File: src/rtl/pso_pkg.sv
// ----------------------------------------------------------------------------
// pso_pkg
// Shared types, register codes and fixed-point constants of the particle
// swarm update engine.
// ----------------------------------------------------------------------------
package pso_pkg;

  localparam int NUM_PARTICLES  = 32;
  localparam int NUM_DIMENSIONS = 8;
  localparam int STORE_DEPTH    = 256;
  localparam int ADDR_W         = $clog2(STORE_DEPTH);
  localparam int ENTRY_COUNT    = (NUM_PARTICLES * NUM_DIMENSIONS < STORE_DEPTH) ?
                                  NUM_PARTICLES * NUM_DIMENSIONS : STORE_DEPTH;

  // stages between the store read and the store write
  localparam int PIPE_DEPTH = 10;

  // configuration port
  localparam int CFG_INDEX_W = 3;
  localparam int CFG_DATA_W  = 16;
  localparam logic [CFG_INDEX_W-1:0] CFG_INERTIA   = 3'd0;
  localparam logic [CFG_INDEX_W-1:0] CFG_SOCIAL    = 3'd1;
  localparam logic [CFG_INDEX_W-1:0] CFG_COGNITIVE = 3'd2;
  localparam logic [CFG_INDEX_W-1:0] CFG_VEL_LIMIT = 3'd3;
  localparam logic [CFG_INDEX_W-1:0] CFG_MODE      = 3'd4;

  localparam logic [15:0] INERTIA_RESET   = 16'd2048;
  localparam logic [15:0] SOCIAL_RESET    = 16'd8192;
  localparam logic [15:0] COGNITIVE_RESET = 16'd6144;
  localparam logic [15:0] VEL_LIMIT_RESET = 16'd9830;

  localparam logic MODE_ZERO_FLOOR  = 1'b0;
  localparam logic MODE_LOWER_BOUND = 1'b1;

  localparam logic CMD_UPDATE = 1'b0;
  localparam logic CMD_LOAD   = 1'b1;

  localparam logic [1:0] HIT_NONE  = 2'd0;
  localparam logic [1:0] HIT_LOWER = 2'd1;
  localparam logic [1:0] HIT_UPPER = 2'd2;

  // unsigned divide by constants as multiply and shift, exact for 32-bit operands
  localparam logic [31:0] DIV100_MUL   = 32'h51EB851F;
  localparam int          DIV100_SHIFT = 37;
  localparam int          PCT_W        = 64 - DIV100_SHIFT;
  localparam logic [31:0] PCT_BIAS     = 32'd50;
  localparam logic [31:0] DIV10_MUL    = 32'hCCCCCCCD;
  localparam int          DIV10_SHIFT  = 35;
  localparam int          QUOT_W       = 64 - DIV10_SHIFT;

  localparam int STEP_W = 42;

  typedef struct packed {
    logic                     cmd;
    logic [ADDR_W-1:0]        entry_index;
    logic signed [31:0]       init_position;
    logic signed [31:0]       global_best;
    logic signed [31:0]       personal_best;
    logic [16:0]              rand_social;
    logic [16:0]              rand_cognitive;
    logic [30:0]              upper_bound;
    logic signed [31:0]       lower_bound;
  } pso_in_t;

  typedef struct packed {
    logic signed [31:0] new_position;
    logic signed [31:0] new_velocity;
    logic [1:0]         bound_hit;
    logic               step_limited;
  } pso_out_t;

  typedef struct packed {
    logic [15:0] inertia_weight;
    logic [15:0] social_weight;
    logic [15:0] cognitive_weight;
    logic [15:0] velocity_limit_fraction;
    logic        bound_mode;
  } pso_cfg_t;

  // per-stage bookkeeping that rides beside the datapath
  typedef struct packed {
    logic               valid;
    logic               load;
    logic               store;
    logic [ADDR_W-1:0]  idx;
    logic signed [31:0] init;
  } pso_tag_t;

  // handoff from the term pipeline to the move unit
  typedef struct packed {
    logic signed [STEP_W-1:0] step_sum;
    logic [30:0]              limit;
    logic signed [31:0]       position;
    logic [30:0]              upper;
    logic signed [31:0]       lower;
    logic [PCT_W-1:0]         floor_pos;
  } pso_step_t;

endpackage

File: src/rtl/pso_move_unit.sv
// ----------------------------------------------------------------------------
// pso_move_unit
// Clamps the step, moves the position, tests both bounds and forms the
// reflected velocity -step/10 through a reciprocal multiply.
// ----------------------------------------------------------------------------
module pso_move_unit (
  input  logic               clk,
  input  pso_pkg::pso_step_t step,
  input  pso_pkg::pso_cfg_t  cfg,
  output pso_pkg::pso_out_t  res
);

  // stage 8
  logic signed [31:0]        s8_step, s8_pos, s8_lower;
  logic                      s8_limited;
  logic [30:0]               s8_upper;
  logic [pso_pkg::PCT_W-1:0] s8_pct;

  // stage 9
  logic signed [31:0] s9_moved, s9_step, s9_bound_pos;
  logic [31:0]        s9_u;
  logic               s9_neg, s9_limited;
  logic [1:0]         s9_hit;

  // stage 10
  logic [pso_pkg::QUOT_W-1:0] s10_q;
  logic signed [31:0]         s10_moved, s10_step, s10_bound_pos;
  logic                       s10_neg, s10_limited;
  logic [1:0]                 s10_hit;

  logic signed [pso_pkg::STEP_W-1:0] lim_wide;
  logic signed [31:0]                lim32, clamped;
  logic                              limited;
  logic signed [32:0]                moved, low_edge, upper_wide, u_pos, u_neg;
  logic                              step_le5;
  logic [1:0]                        hit;
  logic signed [31:0]                bound_pos;
  logic [63:0]                       q_prod;
  logic signed [31:0]                q32, refl;

  always_comb begin
    lim_wide = $signed(pso_pkg::STEP_W'(step.limit));
    lim32    = $signed({1'b0, step.limit});
    priority if (step.step_sum > lim_wide) begin
      clamped = lim32;
      limited = 1'b1;
    end else if (step.step_sum < -lim_wide) begin
      clamped = -lim32;
      limited = 1'b1;
    end else begin
      clamped = $signed(step.step_sum[31:0]);
      limited = 1'b0;
    end
  end

  always_comb begin
    moved      = 33'(s8_pos) + 33'(s8_step);
    low_edge   = (cfg.bound_mode == pso_pkg::MODE_LOWER_BOUND) ? 33'(s8_lower) : '0;
    upper_wide = $signed(33'(s8_upper));
    // floor((5 - step) / 10) on a magnitude: negative side uses step + 4
    step_le5   = (s8_step <= 32'sd5);
    u_pos      = 33'sd5 - 33'(s8_step);
    u_neg      = 33'(s8_step) + 33'sd4;
    priority if (moved < low_edge) begin
      hit       = pso_pkg::HIT_LOWER;
      bound_pos = (cfg.bound_mode == pso_pkg::MODE_LOWER_BOUND) ? s8_lower :
                  $signed(32'(s8_pct));
    end else if (moved > upper_wide) begin
      hit       = pso_pkg::HIT_UPPER;
      bound_pos = $signed({1'b0, s8_upper});
    end else begin
      hit       = pso_pkg::HIT_NONE;
      bound_pos = '0;
    end
  end

  assign q_prod = 64'(s9_u) * 64'(pso_pkg::DIV10_MUL);

  always_ff @(posedge clk) begin
    s8_step       <= clamped;
    s8_limited    <= limited;
    s8_pos        <= step.position;
    s8_upper      <= step.upper;
    s8_lower      <= step.lower;
    s8_pct        <= step.floor_pos;

    s9_moved      <= $signed(moved[31:0]);
    s9_step       <= s8_step;
    s9_bound_pos  <= bound_pos;
    s9_u          <= step_le5 ? u_pos[31:0] : u_neg[31:0];
    s9_neg        <= !step_le5;
    s9_limited    <= s8_limited;
    s9_hit        <= hit;

    s10_q         <= q_prod[63:pso_pkg::DIV10_SHIFT];
    s10_moved     <= s9_moved;
    s10_step      <= s9_step;
    s10_bound_pos <= s9_bound_pos;
    s10_neg       <= s9_neg;
    s10_limited   <= s9_limited;
    s10_hit       <= s9_hit;
  end

  always_comb begin
    q32  = $signed(32'(s10_q));
    refl = s10_neg ? -q32 : q32;
    res.bound_hit    = s10_hit;
    res.step_limited = s10_limited;
    if (s10_hit == pso_pkg::HIT_NONE) begin
      res.new_position = s10_moved;
      res.new_velocity = s10_step;
    end else begin
      res.new_position = s10_bound_pos;
      res.new_velocity = refl;
    end
  end

endmodule

File: config.mk
export PLATFORM = sky130hd
export DESIGN_NAME = pso_move_unit
export DESIGN_NICKNAME = d
export VERILOG_FILES = /design/src/rtl/pso_pkg.sv /design/src/rtl/pso_move_unit.sv
export SDC_FILE = /design/constraint.sdc
export NUM_CORES = 2
export LEC_CHECK = 0
export BUFFER_PORTS_ARGS = -buffer_cell sky130_fd_sc_hd__buf_2
export CORE_ASPECT_RATIO = 0.6
export CORE_MARGIN = 10
export CORE_UTILIZATION = 39
export CTS_CLUSTER_SIZE = 10
export DETAILED_ROUTE_END_ITERATION = 6
export PLACE_DENSITY = 0.65
export SYNTH_ARGS = -nofsm -noshare
export SYNTH_HDL_FRONTEND = slang
export SYNTH_SLANG_ARGS = --single-unit
File: constraint.sdc
create_clock -name clk -period 9 [get_ports clk]
set_input_delay 0.45 -clock clk [delete_from_list [all_inputs] [get_ports clk]]
set_output_delay 0.45 -clock clk [all_outputs]
set_load 0.03 [all_outputs]
Word-level counts from Yosys, hierarchy flattened
Cells that the tools add are included.
{"block": "word_totals", "ff_bits": 416, "in_bits": 261, "out_inout_bits": 67, "elab_cells": 46}
{"block": "classes", "n_addsub": 6, "multipliers": 1, "magnitude_cmp": 5, "mux": 11, "n_reduce_logical": 2}
{"operator": "two-way mux 32 bit", "n": 5}
{"operator": "multiplier 32 x 32 -> 64 bit (second input constant)", "n": 1}
{"operator": "two-way mux 64 bit", "n": 1}
{"operator": "two-way mux 31 bit", "n": 2}
{"operator": "> comparator 42 x 32 -> 1 bit", "n": 1}
{"operator": "less-than comparator 42 bit", "n": 1}
{"operator": "negator 31 -> 42 bit", "n": 1}
{"operator": "adder 32 x 32 -> 33 bit", "n": 1}
{"operator": "> comparator 33 x 32 -> 1 bit", "n": 1}
{"operator": "less-than comparator 33 bit", "n": 1}
{"operator": "two-way mux 33 bit", "n": 1}
{"operator": "adder 32 x 4 -> 32 bit (second input constant)", "n": 1}
{"operator": "less-or-equal comparator 32 x 4 -> 1 bit (second input constant)", "n": 1}
{"operator": "negator 29 -> 32 bit", "n": 1}
{"operator": "negator 31 -> 32 bit", "n": 1}
{"operator": "subtractor 4 x 32 -> 32 bit (first input constant)", "n": 1}
{"operator": "zero test 2 bit", "n": 1}
{"operator": "two-way mux 2 bit", "n": 1}
{"operator": "zero test 1 bit", "n": 1}
{"operator": "two-way mux 1 bit", "n": 1}

Logic depth before layout (Yosys ltp)
{"block": "depth", "depth_word": 4, "ltp_mapped": 28, "ltp_nobuf": 28}

Least setup slack after synthesis
Ideal clock, no wire load.
{"block": "synth_timing", "path_type": "register -> register", "from": "register s9_u[9]", "to": "register s10_q[23] (netlist bit)", "setup_ps": 127, "arrival_ps": 6772, "t_required_ps": 8873, "slack_ps": 2100, "stages_incl_launch_ff": 26, "n_path_buf": 1, "synth_period_minus_slack_ps": 6900, "path_cell_list": "dfxtp_1 ha_1 clkbuf_1 xor2_1 ha_1 inv_1 fa_1 fa_1 fa_1 inv_1 fa_1 fa_1 inv_1 fa_1 inv_1 ha_1 a211oi_1 o221ai_1 o2111ai_1 nand3_4 a31oi_4 o21ai_2 a21o_1 a2111oi_2 nor3_1 xor2_1"}
{"block": "synth_between", "elab_chain_len": 1}
{"item": "from (decl)", "line_no": "pso_move_unit.sv:21", "source": "logic [31:0] s9_u;"}
{"item": "from (signal assigned)", "line_no": "pso_move_unit.sv:90", "source": "s9_u <= step_le5 ? u_pos[31:0] : u_neg[31:0];"}
{"item": "multiplier 32 x 32 -> 64 bit", "line_no": "pso_move_unit.sv:77", "source": "assign q_prod = 64'(s9_u) * 64'(pso_pkg::DIV10_MUL);"}
{"item": "named net q_prod[58]", "line_no": "pso_move_unit.sv:38", "source": "logic [63:0] q_prod;"}
{"item": "to (signal assigned)", "line_no": "pso_move_unit.sv:95", "source": "s10_q <= q_prod[63:pso_pkg::DIV10_SHIFT];"}
{"item": "to (decl)", "line_no": "pso_move_unit.sv:26", "source": "logic [pso_pkg::QUOT_W-1:0] s10_q;"}
The timed path passes the listed nets, and every way through them passes these cells.
A chain may end at the register's enable or synchronous reset.

Final worst setup path
{"block": "layout_timing", "from": "register s9_u[9]", "to": "register s10_q[28] (netlist bit)"}
The elaborated chain is that of the path after synthesis.

==> summary.md <==
| Metric | Value |
|---|---|
| Status | `finished, final reports clean` |
| Nets | `4924` |
| Iteration-0 DRC Markers | `1967` |
| Grt ovf | `0` |
| Most common library cell in the layout ignoring fill and taps | `inv_1` |
| P&R area growth vs syn | `15.68%` |
| Cell count after synthesis | `3359` |
| Worst setup margin | `0.6070 ns` |
| Sink Count | `415` |
| RSZ-0062 raised after global routing | `false` |
| Setup Skew | `0.02253 ns` |
| WP buf/inv | `3` |
| Post-CTS Setup Inserts | `0` |
| Die Height | `248.2 um` |
| Hold Crit Start | `step[142]` |
| Initial Util | `0.3944` |
| Sequential share of the synthesized area | `0.2456` |
| Ys flop type | `dfxtp_1` |
| Area of the core | `85780 um^2` |
| Worst relative slew slack | `0.2715` |
| Initial antenna violation count | `13` |
| Vias in the first global route | `25260` |
| Worst setup SP type | `flip-flop` |
| Die area | `99320 um^2` |
| Clock Tree Root | `clkbuf_16` |
| Cell area after synthesis | `33830 um^2` |
| Max cap viols | `0` |
| CP Capture Type | `flip-flop` |
| Number of synthesis warnings | `0` |
| CP max stage cell | `o2111ai_1` |
| DRT Wirelength | `103.6 mm` |
| Setup TNS | `0 ns` |
| Placed cells | `4729` |
| Row count | `83` |
| Crit path arrival time | `8.85 ns` |
| Hold endpoint | `s8_step[20]` |
| Hold depth | `3` |
| Worst Setup Path Type | `reg -> reg` |
| Period utilization | `0.9326` |
| ANT nets after route | `0` |
| Worst-path clk slew | `0.06 ns` |
| Asr flop ratio synth | `0` |
| DP HPWL | `86.78 mm` |
| Peak Freq | `119.1 MHz` |
| Min-Delay Path Class | `in -> reg` |
| Hold Fails Final Rpt | `0` |
| Synthesis-stage register bit count | `415` |
| Final Critical Period | `8.393 ns` |
| Delay-heaviest family, CP | `adder cells` |
| RR Endpoint | `s10_q[28]` |
| Design area | `39140 um^2` |
| Syn nets | `4528` |
| Reg-to-reg setup timing slack | `0.61 ns` |
| Max-slew violation count | `0` |
| Drt wl/cell | `21.05 um` |
| Worst path max stage delay | `0.62 ns` |
| DP Area | `36530 um^2` |
| Layout cells sized above 1 | `0.1174` |
| First-pass GRT wire length | `155.3 mm` |
| Non-filler cells, final | `4920` |
| TritonCTS clock tree | `done` |
| Worst-path fanout max | `10` |
| Worst-Margin Slew | `1.065 ns` |
| Pre-CTS WS | `0.8037 ns` |
| GP Congestion | `1.015` |
| Most frequent cells in the layout | `inv_1, ha_1, dfxtp_1` |
| Final setup violation count | `0` |
| Total GRT Usage | `0.2040` |
| Die width | `400.2 um` |
| Number of synthesized flops with an enable pin | `0` |
| Req. time, crit path | `9.46 ns` |
| DR pass1 iterations | `5` |
| Number of buffers created by CTS | `49` |
| Yosys cell types | `82` |
| # port buffers | `263` |
| Clock Path Buffers | `3` |
| Reg-to-Reg Start | `s9_u[9]` |
| IO Pins | `328` |
| Routed vias/inst | `5.093` |
| DRC Markers | `0` |
| Synth Area per Inst | `10.07 um^2` |
| Clk_lat worst skew | `0.59 ns` |
| Largest net degree at the start of global routing | `76` |
| Worst Reg2Reg Path Length in Cells | `25` |
| Vias | `25060` |
| H-Tree Level Count | `2` |
==> area by class of cell <==
type,instances,area [um^2]
tap,1147,1435
sequential,415,8308
timing repair buffer,413,2748
fill,8147,46640
clock inverter,6,96.34
multi-input combinational,2176,22640
antenna,8,20.02
inverter,700,2628
clock buffer,55,1269
==> worst max-delay path by stage <==
stage	startpoint	to	slack (ns)	cells past startpoint
2_1_floorplan	s9_u[9]	s10_q[23]	2.10	25
3_3_place_gp	s9_u[9]	s10_q[28]	0.88	25
3_5_place_dp	s9_u[9]	s10_q[28]	0.80	25
4_1_cts	s9_u[9]	s10_q[28]	0.75	25
5_1_grt	s9_u[9]	s10_q[28]	0.25	25
6_report	s9_u[9]	s10_q[28]	0.61	25
==> sequential cells by signal, summed over array words and instances, names as in the netlist, 2 cells and up <==
signal,flops
s8_step,32
s10_moved,32
s10_step,32
s8_lower,32
s10_bound_pos,32
s9_bound_pos,32
s9_step,31
s10_hit,2
s10_q,29
s9_u,32
s8_upper,31
s9_moved,32
s8_pos,32
s9_hit,2
s8_pct,27
==> synthesized netlist by cell type, types with 8 or more instances <==
master      n  area share
xnor2_1    99       0.026
inv_1     697       0.077
and3_1     11      0.0020
a211oi_1   12      0.0027
o32ai_1    30      0.0078
mux2i_1    35       0.010
ha_1      521        0.19
and2_1      9      0.0017
xor2_1     86       0.022
nor2b_1    20      0.0037
a21o_1     88       0.020
dfxtp_1   415        0.25
o31ai_1    15      0.0033
a31oi_1     8      0.0015
mux2_2     53       0.018
o21a_1     13      0.0029
fa_1      387        0.23
nor3_1     29      0.0043
nor2_1     91       0.010
o22a_1     11      0.0028
or3_1      15      0.0028
nand2_1   165       0.018
nand2b_1   23      0.0043
or2_2      10      0.0018
nor4_1     14      0.0026
a21oi_1   126       0.019
or4_1       9      0.0020
o21ai_0   120       0.018
nand3_1    38      0.0056
clkbuf_1   50      0.0055
buf_2      14      0.0021
nand4_1    36      0.0067
==> worst register-to-register path, delay by kind of cell, from the launching register on <==
family          cells  cell delay (ns)
fa+ha+maj           8             3.32
compound gates      8             2.79
xor+xnor            3             0.78
simple gates        3             0.60
flops               1             0.60
buf+inv             3             0.18
==> routing by layer <==
metal,global-route usage,share of wire
met1,0.3037,0.49
met2,0.2790,0.38
met4,0.03228,0.013
met3,0.07722,0.12
met5,0,0.00064
==> metrics by stage <==
| stage | utilization | hold WS (ns) |
|---|---|---|
| finish | 0.4563 | 0.09377 |
| global route | 0.4562 | 0.09542 |
| CTS | 0.4561 | 0.05408 |
| detailed placement | 0.4259 | 0.3121 |
| global placement | 0.4259 | 0.3102 |
| floorplan | - | 0.3096 |
==> what timing repair did <==
item / in CTS / in global routing
gates resized for setup: 0 / 0
hold buffers: 122 / 0
endpoints found under the hold margin: 122 / 0
==> cell families after synthesis <==
kind of cell	after synthesis	share of synthesized area
adder cells (fa/ha/maj)	908	0.4217
buffers and inverters	768	0.08605
AO/OA/AOI/OAI	501	0.09837
AND/OR/NAND/NOR	494	0.07248
flip-flops	415	0.2456
XOR/XNOR	185	0.04789
multiplexers	88	0.02799
Power is not shown: default switching activity piles up to over one toggle a cycle in this logic, so the estimate is an artifact.
